### src/hdl/assert_macros.svh
// Assertion macros used by the RTL top level.
`ifndef ASSERT_MACROS_SVH
`define ASSERT_MACROS_SVH

`ifndef ASSERT_OFF

// Whenever cond holds, prop holds in the same cycle.
`define ASSERT_IMPLIES(label, clk, rst, cond, prop) \
  label: assert property (@(posedge clk) disable iff (rst) (cond) |-> (prop)) \
    else $error("assertion failed: implies");

// Whenever cond holds, prop holds in the next cycle.
`define ASSERT_NEXT(label, clk, rst, cond, prop) \
  label: assert property (@(posedge clk) disable iff (rst) (cond) |=> (prop)) \
    else $error("assertion failed: next");

`else

`define ASSERT_IMPLIES(label, clk, rst, cond, prop)
`define ASSERT_NEXT(label, clk, rst, cond, prop)

`endif

`endif

### src/hdl/cwcs_pkg.sv
// Types, constants, CRC and saturating increment functions for the comfort window click sequencer.
`default_nettype none

package cwcs_pkg;

  localparam logic [28:0] FRAME_ID_MATCH = 29'h1EF;
  localparam logic [3:0]  FRAME_LEN_MATCH = 4'd8;

  localparam logic [31:0] CLICK_WINDOW     = 32'd3000;
  localparam logic [31:0] CLOSE_ONE_START  = 32'd4000;
  localparam logic [31:0] CLOSE_ONE_END    = 32'd9000;
  localparam logic [31:0] CLOSE_TWO_START  = 32'd11000;
  localparam logic [31:0] CLOSE_TWO_END    = 32'd11550;
  localparam logic [31:0] OPEN_START       = 32'd3500;
  localparam logic [31:0] OPEN_END         = 32'd8000;

  localparam logic [7:0] CMD_HIGH_NIBBLE = 8'hB0;
  localparam logic [7:0] FOB_MASK        = 8'h1E;
  localparam logic [7:0] REQ_MASK        = 8'h0E;
  localparam logic [7:0] REQ_IGNORED     = 8'h04;

  localparam logic [3:0] ACT_LOCK     = 4'h1;
  localparam logic [3:0] ACT_UNLOCK_A = 4'h3;
  localparam logic [3:0] ACT_UNLOCK_B = 4'h4;

  localparam logic [1:0] MODE_DISABLED  = 2'd0;
  localparam logic [1:0] MODE_ONE_CLICK = 2'd1;

  localparam logic [1:0] STEP_IDLE  = 2'd0;
  localparam logic [1:0] STEP_FIRST = 2'd1;
  localparam logic [1:0] STEP_SECOND = 2'd2;

  localparam logic ACTION_OBSERVE = 1'b0;

  typedef enum logic {
    CFG_CLOSE_SEL = 1'b0,
    CFG_OPEN_SEL  = 1'b1
  } cfg_index_t;

  typedef struct packed {
    logic        action;
    logic [31:0] now_time;
    logic        is_extended;
    logic [28:0] frame_id;
    logic [3:0]  frame_len;
    logic [63:0] payload;
  } item_t;

  typedef struct packed {
    logic        frame_ready;
    logic [63:0] out_payload;
  } result_t;

  typedef struct packed {
    logic [31:0] last_lock_time;
    logic [31:0] last_unlock_time;
    logic [7:0]  lock_count;
    logic [7:0]  unlock_count;
    logic [7:0]  fob_bits;
    logic [7:0]  requestor_bits;
    logic [1:0]  close_step;
    logic        opening;
  } state_t;

  typedef struct packed {
    logic [1:0] close_sel;
    logic [1:0] open_sel;
  } modes_t;

  // CRC-8 SAE J1850 over bytes 0..6, byte 0 first; init 0xFF, final xor 0xFF.
  function automatic logic [7:0] crc8_j1850(input logic [55:0] data);
    logic [7:0] crc;
    crc = 8'hFF;
    for (int i = 0; i < 7; i++) begin
      crc = crc ^ data[8*i +: 8];
      for (int k = 0; k < 8; k++) begin
        if (crc[7]) begin
          crc = {crc[6:0], 1'b0} ^ 8'h1D;
        end else begin
          crc = {crc[6:0], 1'b0};
        end
      end
    end
    return crc ^ 8'hFF;
  endfunction

  function automatic logic [7:0] sat_inc(input logic [7:0] v);
    return (v == 8'hFF) ? v : v + 8'd1;
  endfunction

endpackage

`default_nettype wire

### src/hdl/cwcs_eval.sv
// Single-pass evaluation: next state and result for one frame request.
`default_nettype none

module cwcs_eval (
  input  var cwcs_pkg::item_t   item,
  input  var cwcs_pkg::state_t  state,
  input  var cwcs_pkg::modes_t  modes,
  output cwcs_pkg::state_t      state_next,
  output cwcs_pkg::result_t     result
);
  import cwcs_pkg::*;

  logic        match;
  logic [7:0]  b2;
  logic [3:0]  act;
  logic [7:0]  req;
  logic [7:0]  fob;
  logic [31:0] dl;
  logic [31:0] du;
  logic [7:0]  lock_new;
  logic [7:0]  unlock_new;
  logic        is_lock;
  logic        is_unlock;
  logic        send;
  logic [7:0]  patch_b1;
  logic [7:0]  patch_b2;
  logic [55:0] patched;

  assign match = !item.is_extended && (item.frame_id == FRAME_ID_MATCH)
                 && (item.frame_len == FRAME_LEN_MATCH);
  assign b2  = item.payload[23:16];
  assign act = b2[7:4];
  assign req = b2 & REQ_MASK;
  assign fob = item.payload[15:8] & FOB_MASK;
  assign dl  = item.now_time - state.last_lock_time;
  assign du  = item.now_time - state.last_unlock_time;

  assign is_lock   = (act == ACT_LOCK);
  assign is_unlock = ((act == ACT_UNLOCK_A) || (act == ACT_UNLOCK_B)) && (req != REQ_IGNORED);

  // count restarts at 1 only in one-click mode
  assign lock_new = (dl < CLICK_WINDOW) ? sat_inc(state.lock_count)
                  : ((modes.close_sel == MODE_ONE_CLICK) ? 8'd1 : 8'd0);
  assign unlock_new = (du < CLICK_WINDOW) ? sat_inc(state.unlock_count)
                    : ((modes.open_sel == MODE_ONE_CLICK) ? 8'd1 : 8'd0);

  always_comb begin
    state_next = state;
    send       = 1'b0;
    patch_b1   = state.fob_bits;
    patch_b2   = CMD_HIGH_NIBBLE | state.requestor_bits;
    if (match) begin
      if (item.action == ACTION_OBSERVE) begin
        if (is_lock) begin
          state_next.lock_count     = lock_new;
          state_next.last_lock_time = item.now_time;
          state_next.fob_bits       = fob;
          state_next.requestor_bits = req;
          if (lock_new != 8'd0) begin
            state_next.close_step = STEP_FIRST;
          end
          state_next.opening      = 1'b0;
          state_next.unlock_count = 8'd0;
        end else if (is_unlock) begin
          state_next.unlock_count     = unlock_new;
          state_next.last_unlock_time = item.now_time;
          state_next.fob_bits         = fob;
          state_next.requestor_bits   = req;
          state_next.close_step       = STEP_IDLE;
          if ((modes.open_sel != MODE_DISABLED) && (unlock_new != 8'd0)) begin
            state_next.opening = 1'b1;
          end
        end
      end else begin
        if ((state.close_step == STEP_FIRST) && (dl > CLOSE_ONE_START)) begin
          send     = 1'b1;
          patch_b1 = state.fob_bits | 8'h01;
          patch_b2 = state.requestor_bits;
          if (dl > CLOSE_ONE_END) begin
            if (state.lock_count >= 8'd2) begin
              state_next.close_step = STEP_SECOND;
            end else begin
              state_next.close_step = STEP_IDLE;
              state_next.lock_count = 8'd0;
            end
          end
        end else if ((state.close_step == STEP_SECOND) && (dl > CLOSE_TWO_START)) begin
          send = 1'b1;
          if (dl > CLOSE_TWO_END) begin
            state_next.close_step = STEP_IDLE;
            state_next.lock_count = 8'd0;
          end
        end else if (state.opening && (du > OPEN_START)) begin
          send = 1'b1;
          if (du > OPEN_END) begin
            state_next.opening      = 1'b0;
            state_next.unlock_count = 8'd0;
          end
        end
      end
    end
  end

  assign patched = {item.payload[55:24], patch_b2, patch_b1, item.payload[7:0]};

  assign result = '{frame_ready: send,
                    out_payload: (send ? {crc8_j1850(patched), patched} : item.payload)};

endmodule

`default_nettype wire

### src/hdl/comfort_window_click_sequencer_top.sv
// Top level of the comfort window click sequencer.
`default_nettype none

`include "assert_macros.svh"

// Accepts one frame request per clock while the result side is not stalled, and
// returns exactly one result per request. A request is captured in an input
// register; when the result register is free or being taken, a single pass of
// compare, saturating count and CRC-8 logic updates the click state and loads
// the result register, so the rate is set by that one stage. While a finished
// result waits, the input register can still take one more request; after that
// item_ready stays low until the result is taken. The close and open feature
// modes are written through the cfg channel, which is always ready.
module comfort_window_click_sequencer_top (
  input  wire                       clk,
  input  wire                       rst,
  input  wire                       item_valid,
  output logic                      item_ready,
  input  var cwcs_pkg::item_t       item,
  output logic                      result_valid,
  input  wire                       result_ready,
  output cwcs_pkg::result_t         result,
  input  wire                       cfg_valid,
  output logic                      cfg_ready,
  input  var cwcs_pkg::cfg_index_t  cfg_index,
  input  wire [1:0]                 cfg_data
);
  import cwcs_pkg::*;

  item_t   item_q;
  logic    held_valid;
  logic    advance;
  state_t  state;
  state_t  state_next;
  modes_t  modes;
  result_t eval_result;

  assign cfg_ready  = 1'b1;
  assign advance    = held_valid && (!result_valid || result_ready);
  assign item_ready = !held_valid || advance;

  always_ff @(posedge clk) begin
    if (rst) begin
      modes <= '0;
    end else if (cfg_valid) begin
      case (cfg_index)
        CFG_CLOSE_SEL: modes.close_sel <= cfg_data;
        CFG_OPEN_SEL:  modes.open_sel  <= cfg_data;
        default:       modes           <= modes;
      endcase
    end
  end

  always_ff @(posedge clk) begin
    if (rst) begin
      held_valid <= 1'b0;
    end else if (item_valid && item_ready) begin
      held_valid <= 1'b1;
    end else if (advance) begin
      held_valid <= 1'b0;
    end
  end

  always_ff @(posedge clk) begin
    if (item_valid && item_ready) begin
      item_q <= item;
    end
  end

  cwcs_eval u_eval (
    .item       (item_q),
    .state      (state),
    .modes      (modes),
    .state_next (state_next),
    .result     (eval_result)
  );

  always_ff @(posedge clk) begin
    if (rst) begin
      state <= '0;
    end else if (advance) begin
      state <= state_next;
    end
  end

  always_ff @(posedge clk) begin
    if (rst) begin
      result_valid <= 1'b0;
    end else if (advance) begin
      result_valid <= 1'b1;
    end else if (result_ready) begin
      result_valid <= 1'b0;
    end
  end

  always_ff @(posedge clk) begin
    if (advance) begin
      result <= eval_result;
    end
  end

  // close sequence and window open are never armed together
  `ASSERT_IMPLIES(a_close_open_excl, clk, rst, state.opening, state.close_step == STEP_IDLE)
  `ASSERT_IMPLIES(a_close_step_range, clk, rst, 1'b1, (state.close_step == STEP_IDLE) || (state.close_step == STEP_FIRST) || (state.close_step == STEP_SECOND))
  // a request waiting on a stalled result must not touch the click state
  `ASSERT_NEXT(a_state_hold, clk, rst, held_valid && !advance, $stable(state))

endmodule

`default_nettype wire

### config.mk
export PLATFORM = sky130hd
export DESIGN_NAME = comfort_window_click_sequencer_top
export DESIGN_NICKNAME = d
export VERILOG_FILES = /design/src/hdl/cwcs_pkg.sv /design/src/hdl/cwcs_eval.sv /design/src/hdl/comfort_window_click_sequencer_top.sv
export VERILOG_INCLUDE_DIRS = /design/src /design/src/hdl
export SDC_FILE = /design/constraint.sdc
export NUM_CORES = 1
export LEC_CHECK = 0
export BUFFER_PORTS_ARGS = -buffer_cell sky130_fd_sc_hd__buf_2
export CAP_MARGIN = 20
export CORE_MARGIN = 2
export CORE_UTILIZATION = 30
export CTS_CLUSTER_SIZE = 40
export DETAILED_ROUTE_END_ITERATION = 16
export PLACE_DENSITY_LB_ADDON = 0.2
export SETUP_SLACK_MARGIN = 0.02
export SLEW_MARGIN = 20
export SYNTH_ARGS = -nofsm -noshare
export SYNTH_HDL_FRONTEND = slang
export SYNTH_SLANG_ARGS = --single-unit
### constraint.sdc
create_clock -name clk -period 5.25 [get_ports clk]
set_clock_uncertainty 0.05 [all_clocks]
set_input_delay 0.525 -clock clk [delete_from_list [all_inputs] [get_ports clk]]
set_output_delay 0.525 -clock clk [all_outputs]
set_load 0.02 [all_outputs]
==> results of run 1 <==
[metal layers]
| layer | wire length [um] | GRT usage | vias to the layer above |
|---|---|---|---|
| li1 | - | - | 6392 |
| met1 | 20600 | 0.209 | 6062 |
| met2 | 21000 | 0.253 | 288 |
| met3 | 2050 | 0.0245 | 42 |
| met4 | 700 | 0.0375 | 0 |
| met5 | 0 | 0 | - |
[worst max path at each step]
| stage | slack [ns] | to | cells past startpoint | start |
|---|---|---|---|---|
| after CTS | 0.06 | result[57]$_DFFE_PP_ | 21 | item_q[98]$_DFFE_PP_ |
| after global routing | 0.02 | result[58]$_DFFE_PP_ | 21 | item_q[98]$_DFFE_PP_ |
| after floorplan | 0.33 | result[62]$_DFFE_PP_ | 18 | item_q[111]$_DFFE_PP_ |
| after global placement | -0.31 | result[58]$_DFFE_PP_ | 21 | item_q[98]$_DFFE_PP_ |
| final | 0.18 | result[11]$_DFFE_PP_ | 19 | item_q[111]$_DFFE_PP_ |
| after detailed placement | -0.39 | result[62]$_DFFE_PP_ | 21 | item_q[98]$_DFFE_PP_ |
[timing repair]
action,CTS,global route
setup endpoints to repair,43,43
gates cloned,0,3
pin swaps,3,19
buffers inserted,0,6
gates resized for setup,14,36
[flip-flops by register name, indices dropped and copies added (netlist names)]
| name | count |
|---|---|
| state | 90 |
| modes | 4 |
| result | 65 |
| held_valid | 1 |
| item_q | 131 |
| result_valid | 1 |
[cells by family (layout without fill, tap and decap cells)]
family | count (synthesis) | after routing | share of synthesized area
AO/OA/AOI/OAI | 395 | 395 | 0.153
XOR/XNOR | 179 | 179 | 0.114
adder cells (fa/ha/maj) | 67 | 67 | 0.0519
buffers and inverters | 155 | 441 | 0.0366
flip-flops | 292 | 292 | 0.475
multiplexers | 32 | 32 | 0.0207
other | 1 | 1 | 0.000228
AND/OR/NAND/NOR | 501 | 503 | 0.148
[per-stage QoR]
stage,hold slack (ns),TNS (ns),util,worst slack [ns],cells
after floorplan,0.378,0,-,0.333,1622
after global placement,0.389,-5.38,0.345,-0.312,2532
after detailed placement,0.393,-8.86,0.345,-0.385,2532
after CTS,0.0609,0,0.368,0.0582,2597
after global routing,0.0650,0,0.372,0.0182,2606
final,0.0997,0,0.372,0.184,2606
[area by class of cell]
cell class                      instances  area [um2]
Clock buffer                           42         923
Tap cell                              696         871
Multi-Input combinational cell       1177        8250
Clock inverter                         23         275
Fill cell                            5439       33900
Sequential cell                       292        7810
Timing Repair Buffer                  280        1630
Inverter                               96         360
[worst reg2reg max path, stage by stage (launching register included)]
cell and delay [ns]:
edfxtp_1 0.49, ha_1 0.37, o21a_1 0.12, o21a_1 0.16, o21a_1 0.17, o21a_1 0.20
o2111a_1 0.27, a311oi_1 0.29, buf_4 0.17, nand2_1 0.06, xor2_1 0.17, or4b_2 0.67
or4_1 0.45, nor4b_2 0.26, buf_4 0.17, a21oi_1 0.09, nor2_4 0.14, buf_12 0.13
nor2_4 0.09, mux2_2 0.31
[layout by cell type (no fill, tap or decap), types with 22 or more instances in the layout]
master / instances
a21oi_1: 141
o21ai_0: 63
buf_4: 70
ha_1: 64
a21o_1: 40
buf_2: 204
inv_1: 94
edfxtp_1: 196
nor2_1: 74
xnor2_1: 97
clkbuf_16: 36
nand3_1: 32
dfxtp_1: 96
o21a_1: 22
nand2_1: 214
xor2_1: 48
==> flow_metrics.tcl, run 1 <==
set metrics [dict create \
    hold_class "input pin to flip-flop" \
    root_buffer "clkbuf_16" \
    synth_async_sr_flop_share 0 \
    floorplan.initialDensity 0.304 \
    cts_buffers 36 \
    rows 85 \
    fp.dieArea_mm2 0.0567 \
    start_kind "flip-flop" \
    r2r_end "result[11]$_DFFE_PP_" \
    synth_area_leaders "edfxtp_1, dfxtp_1, xnor2_1, ha_1, nand2_1" \
    worst_hold_startpoint "item[17]" \
    final_max_slew_viol_count 0 \
    clk_latency_ns 0.55 \
    clkSlewWorstSetupHoldPaths_ns 0.06 \
    max_freq_mhz 197 \
    hpwl_mm 33.0 \
    required_ns 5.50 \
    outcome "complete, no violations" \
    syn2layout_area_growth_pct 22.4 \
    drtPass1Iterations 5 \
    crit_path_end_kind "flip-flop" \
    cp_common_cell "o21a_1" \
    cts_hold_buf 0 \
    slowest_stage "or4b_2" \
    r2r_start "item_q[111]$_DFFE_PP_" \
    crit_path_max_fanout 10 \
    synth_edf_count 196 \
    dr.first_iter.drc_count 808 \
    synthesis.nets 1828 \
    clock_path_buffers 3 \
    antenna_left 0 \
    antenna_found_initial 0 \
    core_area_mm2 0.0540 \
    synth_seq_cells 292 \
    cpLargestDelayFamily "simple AND/OR/NAND/NOR gates" \
    synth_top_area_cell "edfxtp_1" \
    cap_violations 0 \
    drt-total-wl_mm 44.4 \
    portBuffers 205 \
    finalSetupViolCount 0 \
    synthCells 1622 \
    worst_pin_slew_ns 1.00 \
    path_class "flip-flop to flip-flop" \
    rsz0062_at_grt "false" \
    grt_pass1_wl_mm 68.7 \
    holdPathStages 1 \
    crit_buf_inv 3 \
    diodes 0 \
    synth_warnings 0 \
    num_io_pins 207 \
    holdPathEnd "item_q[17]$_DFFE_PP_" \
    arrival_ns 5.31 \
    vias 12800 \
    cts_tree "built" \
    die_w_um 238 \
    die_y_um 238 \
    r2r_slack_ns 0.18 \
    syn_avg_cell_area_um2 10.1 \
    crit_path_cell_trace "ha_1, o21a_1, o21a_1, o21a_1, o21a_1, o2111a_1, a311oi_1, buf_4, nand2_1, xor2_1, or4b_2, or4_1, nor4b_2, buf_4, a21oi_1, nor2_4, buf_12, nor2_4, mux2_2" \
    synth_common_cells "nand2_1, edfxtp_1, a21oi_1" \
    drive_above_1_share 0.219 \
    synth_top_area_share 0.358 \
    hold_violations 0 \
    grt_pass1_vias 12400 \
    period_minus_slack_ns 5.07 \
    r2r_cells 19 \
    syn-cell-area_mm2 0.0164 \
    grt-ovfl-total 0 \
    drc 0 \
    place_congestion 0.864 \
    routedWlPerCell_um 17.0 \
    placed_area_mm2 0.0186 \
    clock-sinks 292 \
    grt_max_degree 97 \
    synthFlopType "edfxtp_1" \
    max_stage_delay_ns 0.67 \
    track_usage 0.153 \
    ys_seq_area_frac 0.475 \
    fin_area_mm2 0.0201 \
    min_period_over_period 0.965 \
    synth.distinct_cells 80 \
    vias_per_cell 4.91 \
    cts_max_level 2 \
    synth.most_common_cell "nand2_1" \
    finalNetCount 2089 \
    relSlewSlack 0.326 \
]
Power of run 1 is left out: the tool's default activity adds up to more than one toggle a clock period on the data nets, which glitch-free logic cannot reach.
==> inputs of run 2 (changes only) <==
--- a/config.mk
+++ b/config.mk
@@ -17,4 +17,5 @@
 export SLEW_MARGIN = 20
 export SYNTH_ARGS = -nofsm -noshare
 export SYNTH_HDL_FRONTEND = slang
+export SYNTH_HIERARCHICAL = 1
 export SYNTH_SLANG_ARGS = --single-unit
==> flow_metrics.tcl, run 2 <==
set metrics [dict create \
    outcome "finished with violations" \
    violations "setup timing" \
    cts_buffers 38 \
    vias 15300 \
    antenna_left 0 \
    place_congestion 0.832 \
    clkSlewWorstSetupHoldPaths_ns 0.06 \
    num_io_pins 207 \
    rsz0062_at_grt "true" \
    fp.dieArea_mm2 0.0669 \
    top_regs "item_q: 131 flops, state: 99 flops, result: 65 flops" \
    period_minus_slack_ns 5.87 \
    cts_tree "built" \
    whs_ns 0.0744 \
    finalSetupViolCount 26 \
    synth_top_area_share 0.303 \
    rows 93 \
    ys_seq_area_frac 0.411 \
    synth.distinct_cells 84 \
    grt_pass1_wl_mm 83.1 \
    synthesis.nets 2132 \
    finalNetCount 2566 \
    path_class "flip-flop to flip-flop" \
    fillCellCount 6435 \
    track_usage 0.156 \
    synth_async_sr_flop_share 0 \
    grt_max_degree 135 \
    crit_path_end_kind "flip-flop" \
    syn-cell-area_mm2 0.0194 \
    root_buffer "clkbuf_16" \
    mostFrequentLayoutCell "buf_4" \
    r2r_cells 26 \
    vias_per_cell 4.72 \
    min_period_over_period 1.12 \
    clock_path_buffers 3 \
    final_max_slew_viol_count 0 \
    synth_common_cells "nand2b_1, edfxtp_1, nand2_1" \
    start_kind "flip-flop" \
    antenna_found_initial 0 \
    crit_path_max_fanout 6 \
    arrival_ns 6.13 \
    syn2layout_area_growth_pct 29.6 \
    synth_area_leaders "edfxtp_1, dfxtp_1, nand2b_1, mux2i_1, xnor2_1" \
    hpwl_mm 38.7 \
    holdPathEnd "item_q[108]$_DFFE_PP_" \
    synth_top_area_cell "edfxtp_1" \
    worst_hold_startpoint "item[108]" \
    grt_pass1_vias 15200 \
    dr.first_iter.drc_count 766 \
    setup_slack_ns -0.618 \
    portBuffers 205 \
    required_ns 5.51 \
    holdPathStages 1 \
    hold_violations 0 \
    hold_class "input pin to flip-flop" \
    drtPass1Iterations 5 \
    die_y_um 259 \
    relSlewSlack 0.374 \
    largest_register "item_q" \
    dp_cells 3116 \
    grt-ovfl-total 0 \
    synth.most_common_cell "nand2b_1" \
    syn_avg_cell_area_um2 10.1 \
    routedWlPerCell_um 16.6 \
    drc 0 \
    r2r_slack_ns -0.62 \
    cap_violations 0 \
    drive_above_1_share 0.311 \
    floorplan.initialDensity 0.303 \
    drt-total-wl_mm 53.8 \
    cts_hold_buf 0 \
    largest_reg_flops 131 \
    fin_cells 3247 \
    max_freq_mhz 170 \
    r2r_end "result[56]$_DFFE_PP_" \
    clock-sinks 301 \
    synth_seq_cells 301 \
    synth_edf_count 196 \
    worst_pin_slew_ns 0.936 \
    core_area_mm2 0.0642 \
    synthCells 1926 \
    clk_latency_ns 0.57 \
    die_w_um 259 \
    r2r_start "item_q[98]$_DFFE_PP_" \
    cts_max_level 2 \
    final_cell_mix "buf_4, nand2b_1, buf_2" \
    synthFlopType "edfxtp_1" \
    synth_warnings 6 \
]
run 2: repair_timing:
action                                  in CTS  in global routing
pin swaps                                   44                 48
buffers inserted                            29                 32
endpoints found under the setup margin      34                 33
gates cloned                                 2                  0
gates resized for setup                     93                 80
run 2: how the worst max path moves through the flow:
stage / startpoint / end / slack [ns] / depth (start not counted)
after floorplan: item_q[109]$_DFFE_PP_ / result[58]$_DFFE_PP_ / -0.26 / 21
after CTS: item_q[98]$_DFFE_PP_ / result[63]$_DFFE_PP_ / -0.54 / 23
final: item_q[98]$_DFFE_PP_ / result[56]$_DFFE_PP_ / -0.62 / 26
after detailed placement: item_q[108]$_DFFE_PP_ / result[59]$_DFFE_PP_ / -0.71 / 20
after global placement: item_q[108]$_DFFE_PP_ / result[59]$_DFFE_PP_ / -0.67 / 20
after global routing: item_q[98]$_DFFE_PP_ / result[58]$_DFFE_PP_ / -0.87 / 25
run 2: cell type report:
class                      count  area (um2)  share of cell area
antenna                        2        5.00            0.000199
clock buffer                  49        1040              0.0414
clock inverter                21         262              0.0104
inverter                     100         375              0.0149
multi-input combinational   1411       11000               0.437
sequential                   301        7990               0.317
tap                          855        1070              0.0424
timing repair buffer         508        3450               0.137
run 2: routing by layer:
layer  global-route usage  vias up  share of wire
met4               0.0482        0          0.028
li1                     -     7658              -
met2                0.274      269           0.49
met1                0.199     7315           0.45
met3               0.0215       81          0.038
met5                    0        -              0
run 2: worst max-delay path, stage by stage, from the launching register on:
cell and delay (ns):
edfxtp_1 0.38, inv_2 0.08, buf_6 0.10, ha_4 0.13
inv_2 0.03, fa_2 0.36, a211oi_4 0.30, buf_4 0.18
nor4_4 0.05, o21ai_1 0.16, nand2_2 0.13, a41oi_2 0.17
xnor2_1 0.09, a2111oi_2 0.33, and4_4 0.28, buf_6 0.10
nand2_4 0.05, o31ai_4 0.17, buf_6 0.17, xnor3_1 0.27
xor3_2 0.29, xnor3_2 0.32, xor2_2 0.17, xnor3_2 0.39
xnor3_2 0.42, xnor2_2 0.16, mux2_2 0.26
run 2: logic make-up (layout without fill, tap and decap cells):
group | Yosys count | after routing | share of synthesized area
xor gates and xnor gates | 209 | 209 | 0.122
adders and majority gates | 67 | 67 | 0.0439
buffers and inverters | 214 | 678 | 0.0600
DFF | 301 | 301 | 0.411
other | 1 | 3 | 0.000193
and+or+nand+nor | 635 | 635 | 0.172
muxes | 138 | 138 | 0.0728
AOI/OAI and AO/OA | 361 | 361 | 0.118
run 2: per-stage QoR:
| step | area (um2) | util | setup slack, ns | setup TNS [ns] |
|---|---|---|---|---|
| after global placement | 22700 | 0.354 | -0.667 | -14.17 |
| after CTS | 24700 | 0.384 | -0.537 | -3.62 |
| final | 25200 | 0.392 | -0.618 | -6.06 |
| after floorplan | 19500 | - | -0.258 | -1.04 |
| after detailed placement | 22700 | 0.354 | -0.710 | -17.29 |
| after global routing | 25200 | 0.392 | -0.867 | -13.31 |
Power of run 2 is left out for the same reason.
